$ cat src/rtl/oaht_pkg.sv
package oaht_pkg;

   localparam int FUNC_W   = 3;
   localparam int VALUE_W  = 64;
   localparam int COUNT_W  = 11;
   localparam int STATUS_W = 3;
   localparam int CSR_W    = 4;
   localparam int MARK_W   = 2;
   localparam int PROBE_STEP_SHIFT = 5;
   localparam int MIN_SIZE_SHIFT   = 2;
   localparam int PROBE_SLACK      = 16;

   localparam logic [FUNC_W-1:0] FUNC_INSERT     = 3'd0;
   localparam logic [FUNC_W-1:0] FUNC_ACCUMULATE = 3'd1;
   localparam logic [FUNC_W-1:0] FUNC_UPDATE     = 3'd2;
   localparam logic [FUNC_W-1:0] FUNC_LOOKUP     = 3'd3;
   localparam logic [FUNC_W-1:0] FUNC_DELETE     = 3'd4;

   localparam logic [STATUS_W-1:0] STAT_NEW      = 3'd0;
   localparam logic [STATUS_W-1:0] STAT_CHANGED  = 3'd1;
   localparam logic [STATUS_W-1:0] STAT_FOUND    = 3'd2;
   localparam logic [STATUS_W-1:0] STAT_NOTFOUND = 3'd3;
   localparam logic [STATUS_W-1:0] STAT_DELETED  = 3'd4;
   localparam logic [STATUS_W-1:0] STAT_FULL     = 3'd5;

   typedef enum logic [MARK_W-1:0] {
      MARK_UNUSED = 2'd0,
      MARK_USED   = 2'd1,
      MARK_TOMB   = 2'd2
   } mark_type;

   typedef enum logic [2:0] {
      FSM_CLEAR,
      FSM_IDLE,
      FSM_PROBE,
      FSM_COMMIT,
      FSM_DONE
   } fsm_type;

   typedef struct packed {
      logic [STATUS_W-1:0] status;
      logic [VALUE_W-1:0]  value_out;
      logic [COUNT_W-1:0]  element_count;
   } rsp_type;

endpackage

$ cat src/rtl/oaht_probe_ctrl.sv
module oaht_probe_ctrl import oaht_pkg::*; #(
   parameter int MAX_SIZE_SHIFT = 10,
   parameter int KEY_BITS       = 64
) (
   input  logic                          clock,
   input  logic                          reset,
   input  logic [CSR_W-1:0]              tbl_shift,
   input  logic                          req_valid,
   output logic                          req_stall,
   input  logic [FUNC_W-1:0]             req_func,
   input  logic [63:0]                   req_key,
   input  logic [VALUE_W-1:0]            req_value_in,
   output logic                          res_valid,
   input  logic                          res_ready,
   output rsp_type                       res,
   output logic [MAX_SIZE_SHIFT-1:0]     ram_addr,
   output logic                          ram_we,
   output logic [MARK_W+KEY_BITS+VALUE_W-1:0] ram_wdata,
   input  logic [MARK_W+KEY_BITS+VALUE_W-1:0] ram_rdata
);

   localparam int AW     = MAX_SIZE_SHIFT;
   localparam int SW     = $clog2(AW + 1);
   localparam int PW     = (KEY_BITS > AW) ? KEY_BITS : AW;
   localparam int STEP_W = $clog2((1 << AW) + PROBE_SLACK + 1);
   localparam int LW     = (AW + 1 > COUNT_W + 2) ? AW + 1 : COUNT_W + 2;

   fsm_type                fsm_ff, fsm_in;
   logic [AW-1:0]          clr_ff, clr_in;
   logic [FUNC_W-1:0]      func_ff, func_in;
   logic [KEY_BITS-1:0]    key_ff, key_in;
   logic [VALUE_W-1:0]     val_ff, val_in;
   logic [PW-1:0]          perturb_ff, perturb_in;
   logic [AW-1:0]          idx_ff, idx_in;
   logic [STEP_W-1:0]      step_ff, step_in;
   logic                   found_ff, found_in;
   logic                   have_spot_ff, have_spot_in;
   logic                   spot_tomb_ff, spot_tomb_in;
   logic [AW-1:0]          spot_ff, spot_in;
   logic [VALUE_W-1:0]     old_ff, old_in;
   logic [COUNT_W-1:0]     live_ff, live_in;
   logic [COUNT_W-1:0]     tomb_ff, tomb_in;
   rsp_type                res_ff, res_in;

   logic [SW-1:0]          eff_shift;
   logic [AW:0]            size_one;
   logic [AW-1:0]          mask;
   logic [STEP_W-1:0]      limit;
   logic [KEY_BITS-1:0]    key_req;
   logic [PW-1:0]          key_req_ext;
   mark_type               rd_mark;
   logic [KEY_BITS-1:0]    rd_key;
   logic [VALUE_W-1:0]     rd_val;
   logic                   rd_hit;
   logic                   rd_free;
   logic                   last_step;
   logic                   stop;
   logic [AW-1:0]          nxt_idx;
   logic [STEP_W-1:0]      nxt_step;
   logic [COUNT_W:0]       used_sum;
   logic [LW-1:0]          load;
   logic                   is_full;
   logic [VALUE_W-1:0]     sum_val;

   always_comb begin
      if ({1'b0, tbl_shift} < 5'(MIN_SIZE_SHIFT)) begin
         eff_shift = SW'(MIN_SIZE_SHIFT);
      end else if ({1'b0, tbl_shift} > 5'(AW)) begin
         eff_shift = SW'(AW);
      end else begin
         eff_shift = SW'(tbl_shift);
      end
   end

   assign size_one    = (AW + 1)'(1) << eff_shift;
   assign mask        = size_one[AW-1:0] - AW'(1);
   assign limit       = STEP_W'(size_one) + STEP_W'(PROBE_SLACK);
   assign key_req     = req_key[KEY_BITS-1:0];
   assign key_req_ext = PW'(key_req);

   assign rd_mark   = mark_type'(ram_rdata[MARK_W+KEY_BITS+VALUE_W-1 -: MARK_W]);
   assign rd_key    = ram_rdata[KEY_BITS+VALUE_W-1 -: KEY_BITS];
   assign rd_val    = ram_rdata[VALUE_W-1:0];
   assign rd_hit    = (rd_mark == MARK_USED) && (rd_key == key_ff);
   assign rd_free   = (rd_mark != MARK_USED);
   assign nxt_step  = step_ff + STEP_W'(1);
   assign last_step = (nxt_step == limit);
   assign stop      = rd_hit || (rd_mark == MARK_UNUSED) || last_step;
   assign nxt_idx   = (idx_ff + (idx_ff << 2) + AW'(1) + perturb_ff[AW-1:0]) & mask;

   assign used_sum = {1'b0, live_ff} + {1'b0, tomb_ff};
   assign load     = LW'(used_sum) + LW'(used_sum >> 1);
   assign is_full  = (load >= LW'(size_one));
   assign sum_val  = old_ff + val_ff;

   // next state
   always_comb begin
      fsm_in = fsm_ff;
      case (fsm_ff)
         FSM_CLEAR: begin
            if (clr_ff == {AW{1'b1}}) begin
               fsm_in = FSM_IDLE;
            end
         end
         FSM_IDLE: begin
            if (req_valid) begin
               fsm_in = (req_func > FUNC_DELETE) ? FSM_COMMIT : FSM_PROBE;
            end
         end
         FSM_PROBE: begin
            if (stop) begin
               fsm_in = FSM_COMMIT;
            end
         end
         FSM_COMMIT: begin
            fsm_in = FSM_DONE;
         end
         FSM_DONE: begin
            if (res_ready) begin
               fsm_in = FSM_IDLE;
            end
         end
         default: begin
            fsm_in = FSM_IDLE;
         end
      endcase
   end

   // outputs and datapath
   always_comb begin
      req_stall    = (fsm_ff != FSM_IDLE);
      res_valid    = (fsm_ff == FSM_DONE);
      ram_addr     = idx_ff;
      ram_we       = 1'b0;
      ram_wdata    = {MARK_USED, key_ff, val_ff};
      clr_in       = clr_ff;
      func_in      = func_ff;
      key_in       = key_ff;
      val_in       = val_ff;
      perturb_in   = perturb_ff;
      idx_in       = idx_ff;
      step_in      = step_ff;
      found_in     = found_ff;
      have_spot_in = have_spot_ff;
      spot_tomb_in = spot_tomb_ff;
      spot_in      = spot_ff;
      old_in       = old_ff;
      live_in      = live_ff;
      tomb_in      = tomb_ff;
      res_in       = res_ff;
      case (fsm_ff)
         FSM_CLEAR: begin
            ram_addr  = clr_ff;
            ram_we    = 1'b1;
            ram_wdata = {MARK_UNUSED, {KEY_BITS{1'b0}}, {VALUE_W{1'b0}}};
            clr_in    = clr_ff + AW'(1);
         end
         FSM_IDLE: begin
            ram_addr = key_req_ext[AW-1:0] & mask;
            if (req_valid) begin
               func_in      = req_func;
               key_in       = key_req;
               val_in       = req_value_in;
               perturb_in   = key_req_ext;
               idx_in       = key_req_ext[AW-1:0] & mask;
               step_in      = '0;
               found_in     = 1'b0;
               have_spot_in = 1'b0;
            end
         end
         FSM_PROBE: begin
            found_in = rd_hit;
            old_in   = rd_val;
            if (!have_spot_ff && rd_free) begin
               have_spot_in = 1'b1;
               spot_in      = idx_ff;
               spot_tomb_in = (rd_mark != MARK_UNUSED);
            end
            if (!stop) begin
               ram_addr   = nxt_idx;
               idx_in     = nxt_idx;
               perturb_in = perturb_ff >> PROBE_STEP_SHIFT;
               step_in    = nxt_step;
            end
         end
         FSM_COMMIT: begin
            res_in.status    = STAT_NOTFOUND;
            res_in.value_out = '0;
            case (func_ff)
               FUNC_INSERT,
               FUNC_ACCUMULATE,
               FUNC_UPDATE: begin
                  if (found_ff) begin
                     ram_addr = idx_ff;
                     ram_we   = 1'b1;
                     if (func_ff == FUNC_ACCUMULATE) begin
                        ram_wdata        = {MARK_USED, key_ff, sum_val};
                        res_in.value_out = sum_val;
                     end else begin
                        ram_wdata        = {MARK_USED, key_ff, val_ff};
                        res_in.value_out = val_ff;
                     end
                     res_in.status = STAT_CHANGED;
                  end else if (func_ff != FUNC_UPDATE) begin
                     if (!have_spot_ff || is_full) begin
                        res_in.status = STAT_FULL;
                     end else begin
                        ram_addr  = spot_ff;
                        ram_we    = 1'b1;
                        ram_wdata = {MARK_USED, key_ff, val_ff};
                        if (spot_tomb_ff) begin
                           tomb_in = tomb_ff - COUNT_W'(1);
                        end
                        live_in          = live_ff + COUNT_W'(1);
                        res_in.value_out = val_ff;
                        res_in.status    = STAT_NEW;
                     end
                  end
               end
               FUNC_LOOKUP: begin
                  if (found_ff) begin
                     res_in.status    = STAT_FOUND;
                     res_in.value_out = old_ff;
                  end
               end
               FUNC_DELETE: begin
                  if (found_ff) begin
                     ram_addr      = idx_ff;
                     ram_we        = 1'b1;
                     ram_wdata     = {MARK_TOMB, key_ff, old_ff};
                     tomb_in       = tomb_ff + COUNT_W'(1);
                     live_in       = live_ff - COUNT_W'(1);
                     res_in.status = STAT_DELETED;
                  end
               end
               default: begin
                  res_in.status = STAT_NOTFOUND;
               end
            endcase
            res_in.element_count = live_in;
         end
         FSM_DONE: begin
         end
         default: begin
         end
      endcase
   end

   always_ff @(posedge clock) begin
      if (reset) begin
         fsm_ff  <= FSM_CLEAR;
         clr_ff  <= '0;
         live_ff <= '0;
         tomb_ff <= '0;
      end else begin
         fsm_ff  <= fsm_in;
         clr_ff  <= clr_in;
         live_ff <= live_in;
         tomb_ff <= tomb_in;
      end
      func_ff      <= func_in;
      key_ff       <= key_in;
      val_ff       <= val_in;
      perturb_ff   <= perturb_in;
      idx_ff       <= idx_in;
      step_ff      <= step_in;
      found_ff     <= found_in;
      have_spot_ff <= have_spot_in;
      spot_tomb_ff <= spot_tomb_in;
      spot_ff      <= spot_in;
      old_ff       <= old_in;
      res_ff       <= res_in;
   end

   assign res = res_ff;

endmodule

$ cat config.mk
export PLATFORM = sky130hd
export DESIGN_NAME = oaht_probe_ctrl
export DESIGN_NICKNAME = d
export VERILOG_FILES = /design/src/rtl/oaht_pkg.sv /design/src/rtl/oaht_probe_ctrl.sv
export SDC_FILE = /design/constraint.sdc
export NUM_CORES = 1
export LEC_CHECK = 0
export CAP_MARGIN = 20
export CELL_PAD_IN_SITES_DETAIL_PLACEMENT = 1
export CELL_PAD_IN_SITES_GLOBAL_PLACEMENT = 2
export CORE_MARGIN = 8
export CORE_UTILIZATION = 40
export DETAILED_ROUTE_END_ITERATION = 8
export DONT_BUFFER_PORTS = 1
export GPL_ROUTABILITY_DRIVEN = 0
export MAX_ROUTING_LAYER = met4
export PLACE_DENSITY = 0.89
export SETUP_SLACK_MARGIN = 0.05
export SLEW_MARGIN = 20
export SYNTH_ARGS = -nofsm -noshare
export SYNTH_HDL_FRONTEND = slang
export SYNTH_SLANG_ARGS = --single-unit
$ cat constraint.sdc
create_clock -name clock -period 9.1 [get_ports clock]
set_clock_uncertainty 0.15 [all_clocks]
set_input_delay 1.82 -clock clock [delete_from_list [all_inputs] [get_ports clock]]
set_output_delay 1.82 -clock clock [all_outputs]
set_load 0.05 [all_outputs]
==> metrics.csv <==
metric;value;unit
hold_sp;perturb_ff[22];
final WL;99300;um
vias in the first global route;23663;
first drt pass iteration count;6;
placed standard-cell area;27200;sq um
area grow syn2layout;9.886;%
leakage;0.01094;uW
CORE AREA;65390;sq um
slew at the pin closest to its max-slew limit;1223;ps
Synth Instances;2751;
antenna-violating nets left;0;
die span in y;272.2;um
CTS tree;yes;
maximum vdd drop;0.1622;mV
hold endpoint;perturb_ff[17];
post-route worst setup slack;636.9;ps
status;finished, final reports clean;
switching power;907.4;uW
R2R Path End;res[71];
initial antenna violation count;11;
Post-Route Setup TNS;0;ps
crit start category;flop;
Internal;3186;uW
final worst path period share;93.00;%
mean post-synth cell area;9.542;sq um
Clk pwr share;48.3;%
worst reg-to-reg path cell count;24;
r2r startpoint;live_ff[0];
H-tree levels;2;
commonest cells after routing, fill and taps aside;391 x nand2_1, 371 x edfxtp_1, 239 x a21oi_1, 175 x nor2_1, 123 x ha_1;
vias;22249;
row count;94;
Vias/cell;6.167;
post-place setup slack;882.0;ps
critical path class;flop to output pin;
area of the mapped netlist;26250;sq um
clock sinks;406;
IO buf count;0;
most common cell after layout, fill and taps aside;nand2_1;
share of post-route cells with drive strength above 1;7.644;%
post-route minimum period;8463;ps
root buffer cell;clkbuf_16;
crit-path max FO;13;
nets;3099;
Fin. Hold Viols;0;
Comb pwr share;2.1;%
sequential share of the synthesized area;45.11;%
Skew-Pair Late Insertion Delay;610;ps
max-cap violations;0;
CP endpoint kind;output pin;
HP Class;flop to flop;
unrepaired setup endpoints after global routing;false;
DRT iter0 DRCs;2042;
first-pass GRT wire length;148500;um
global route total overflow;0;
ys flop type;edfxtp_1;
largest net degree at the start of global routing;87;
power density cells;141.9;nW/um^2
synth unique cells;91;
All-Layer GR Usage;26.38;%
worst reg2reg setup slack;2180;ps
#FFs+latches synth;406;
Worst Path Arrival;6490;ps
hold path depth;2;
Synth warnings;0;
dpl hpwl;72880;um
Finish-stage setup viols;0;
Avg WL per Cell;27.52;um
leading area contributor after synthesis;edfxtp_1;
clock slew at reported path FFs;60;ps
sequential share of power;49.6;%
Net Sw Frac;22.17;%
Max Slew Vio Count;0;
Slew headroom;17.95;%
Post-synth ARST share;0;%
I/O pins;490;
maximum root-to-sink buffer count;3;
Die Span X;272.2;um
# DRC;0;
total CTS buffers;48;
Critical Path RT;7130;ps
final instance area;28840;sq um
number of synthesized flops with an enable pin;371;
initial core utilization;40.14;%
top cell type's share of synthesized area;42.44;%
Synth area leaders;edfxtp_1 42%, ha_1 5.9%, nand2_1 5.6%;
DIE AREA;74080;sq um
cts hold-fix bufs;0;
Fmax;118.2;MHz
==> per-layer routing <==
layer / share of wire, % / GRT usage, % / wire, um
met4: 3.1 / 8.324 / 3105
met2: 50 / 45.55 / 49770
met3: 7.3 / 4.630 / 7287
met5: 0 / - / 0
met1: 39 / 31.13 / 39130
==> metrics by stage <==
| stage | power, uW | cells | hold WS, ps | util [%] |
|---|---|---|---|---|
| 6_report | 4093 | 3608 | 365.7 | 44.11 |
| 3_3_place_gp | 2151 | 3508 | 341.1 | 41.57 |
| 4_1_cts | 4130 | 3598 | 370.5 | 44.03 |
| 2_1_floorplan | 2133 | 2753 | 324.0 | - |
| 3_5_place_dp | 2154 | 3509 | 345.3 | 41.60 |
| 5_1_grt | 4194 | 3604 | 380.9 | 44.09 |
==> worst max path at each step <==
stage,end,cells past startpoint,slack (ps),start
after floorplan,ram_we,26,1190,live_ff[0]
after global placement,ram_addr[7],24,1210,live_ff[0]
after detailed placement,ram_addr[3],24,880,live_ff[0]
after CTS,ram_addr[9],24,160,live_ff[0]
after global routing,ram_addr[3],23,70,live_ff[0]
final,ram_addr[9],24,640,live_ff[0]
==> cells by family after synthesis <==
| group | after synthesis | synth area share (%) |
|---|---|---|
| flip-flops | 406 | 45.11 |
| other | 2 | 0.02861 |
| adder cells (fa/ha/maj) | 136 | 6.816 |
| AO/OA/AOI/OAI | 773 | 18.84 |
| multiplexers | 80 | 3.275 |
| AND/OR/NAND/NOR | 948 | 16.84 |
| XOR/XNOR | 161 | 5.472 |
| buffers and inverters | 245 | 3.613 |
==> cells in the mapped netlist, drive strengths merged, types with 10 or more instances <==
cell type  number
nand2         395
a21o           72
nor3           35
ha            123
o22ai          19
inv            82
o21ai         161
a22oi          40
edfxtp        371
a211oi         18
clkbuf        134
o21bai         25
fa             12
a2111oi        11
xor2           88
buf            28
and2           71
nor2b          27
xnor2          73
or3            14
o211ai         18
a222oi         14
dfxtp          35
a21oi         241
and3           31
mux2i          42
or4            10
o21a           18
nor2          179
mux2           37
a31oi          36
nor4           15
nand4          27
nand3          95
nand2b         20
==> power by group through the flow <==
stage               Clock (uW)  Sequential, uW  Combinational [uW]
finish                    1980            2030                87.0
global route              2070            2030                94.9
CTS                       2010            2030                86.2
detailed placement           0            2070                85.3
global placement             0            2070                82.4
floorplan                    0            2070                65.1
==> registers in the layout, summed over array words and instances, names as in the netlist <==
name,flops
val_ff,64
tomb_ff,11
spot_ff,10
perturb_ff,64
spot_tomb_ff,1
have_spot_ff,1
clr_ff,10
idx_ff,10
step_ff,11
res,78
found_ff,1
key_ff,64
old_ff,64
func_ff,3
fsm_ff,3
live_ff,11
==> area by class of cell <==
class / instances / area (sq um)
multi-input combinational: 2102 / 13580
antenna: 10 / 25.02
sequential: 406 / 11840
inverter: 83 / 324.1
timing repair buffer: 54 / 405.4
clock buffer: 57 / 1235
tap: 864 / 1081
fill: 7364 / 36550
clock inverter: 32 / 356.6
==> critical path: stages (launching register included) <==
cell and delay (ps):
dfxtp_1 480, ha_1 220, inv_1 50, fa_1 410, xnor2_1 300, inv_1 110
fa_1 470, nor2b_1 120, o21ai_0 120, a21boi_1 280, o211ai_1 180, a311oi_1 340
o31a_1 220, nor2_1 70, xnor2_1 140, ha_1 200, or3b_2 460, a311o_1 330
o21ai_0 80, nor2_1 140, nor2_8 240, and3_4 370, a31oi_1 140, o2bb2ai_1 190
buf_4 220
==> repair_timing <==
action | in CTS | in global routing
setup endpoints to repair | 0 | 10
hold endpoints to repair | 0 | 0
gates resized for setup | 0 | 5
buffers inserted | 0 | 0
No activity file was read; power rests on OpenSTA's default activity.
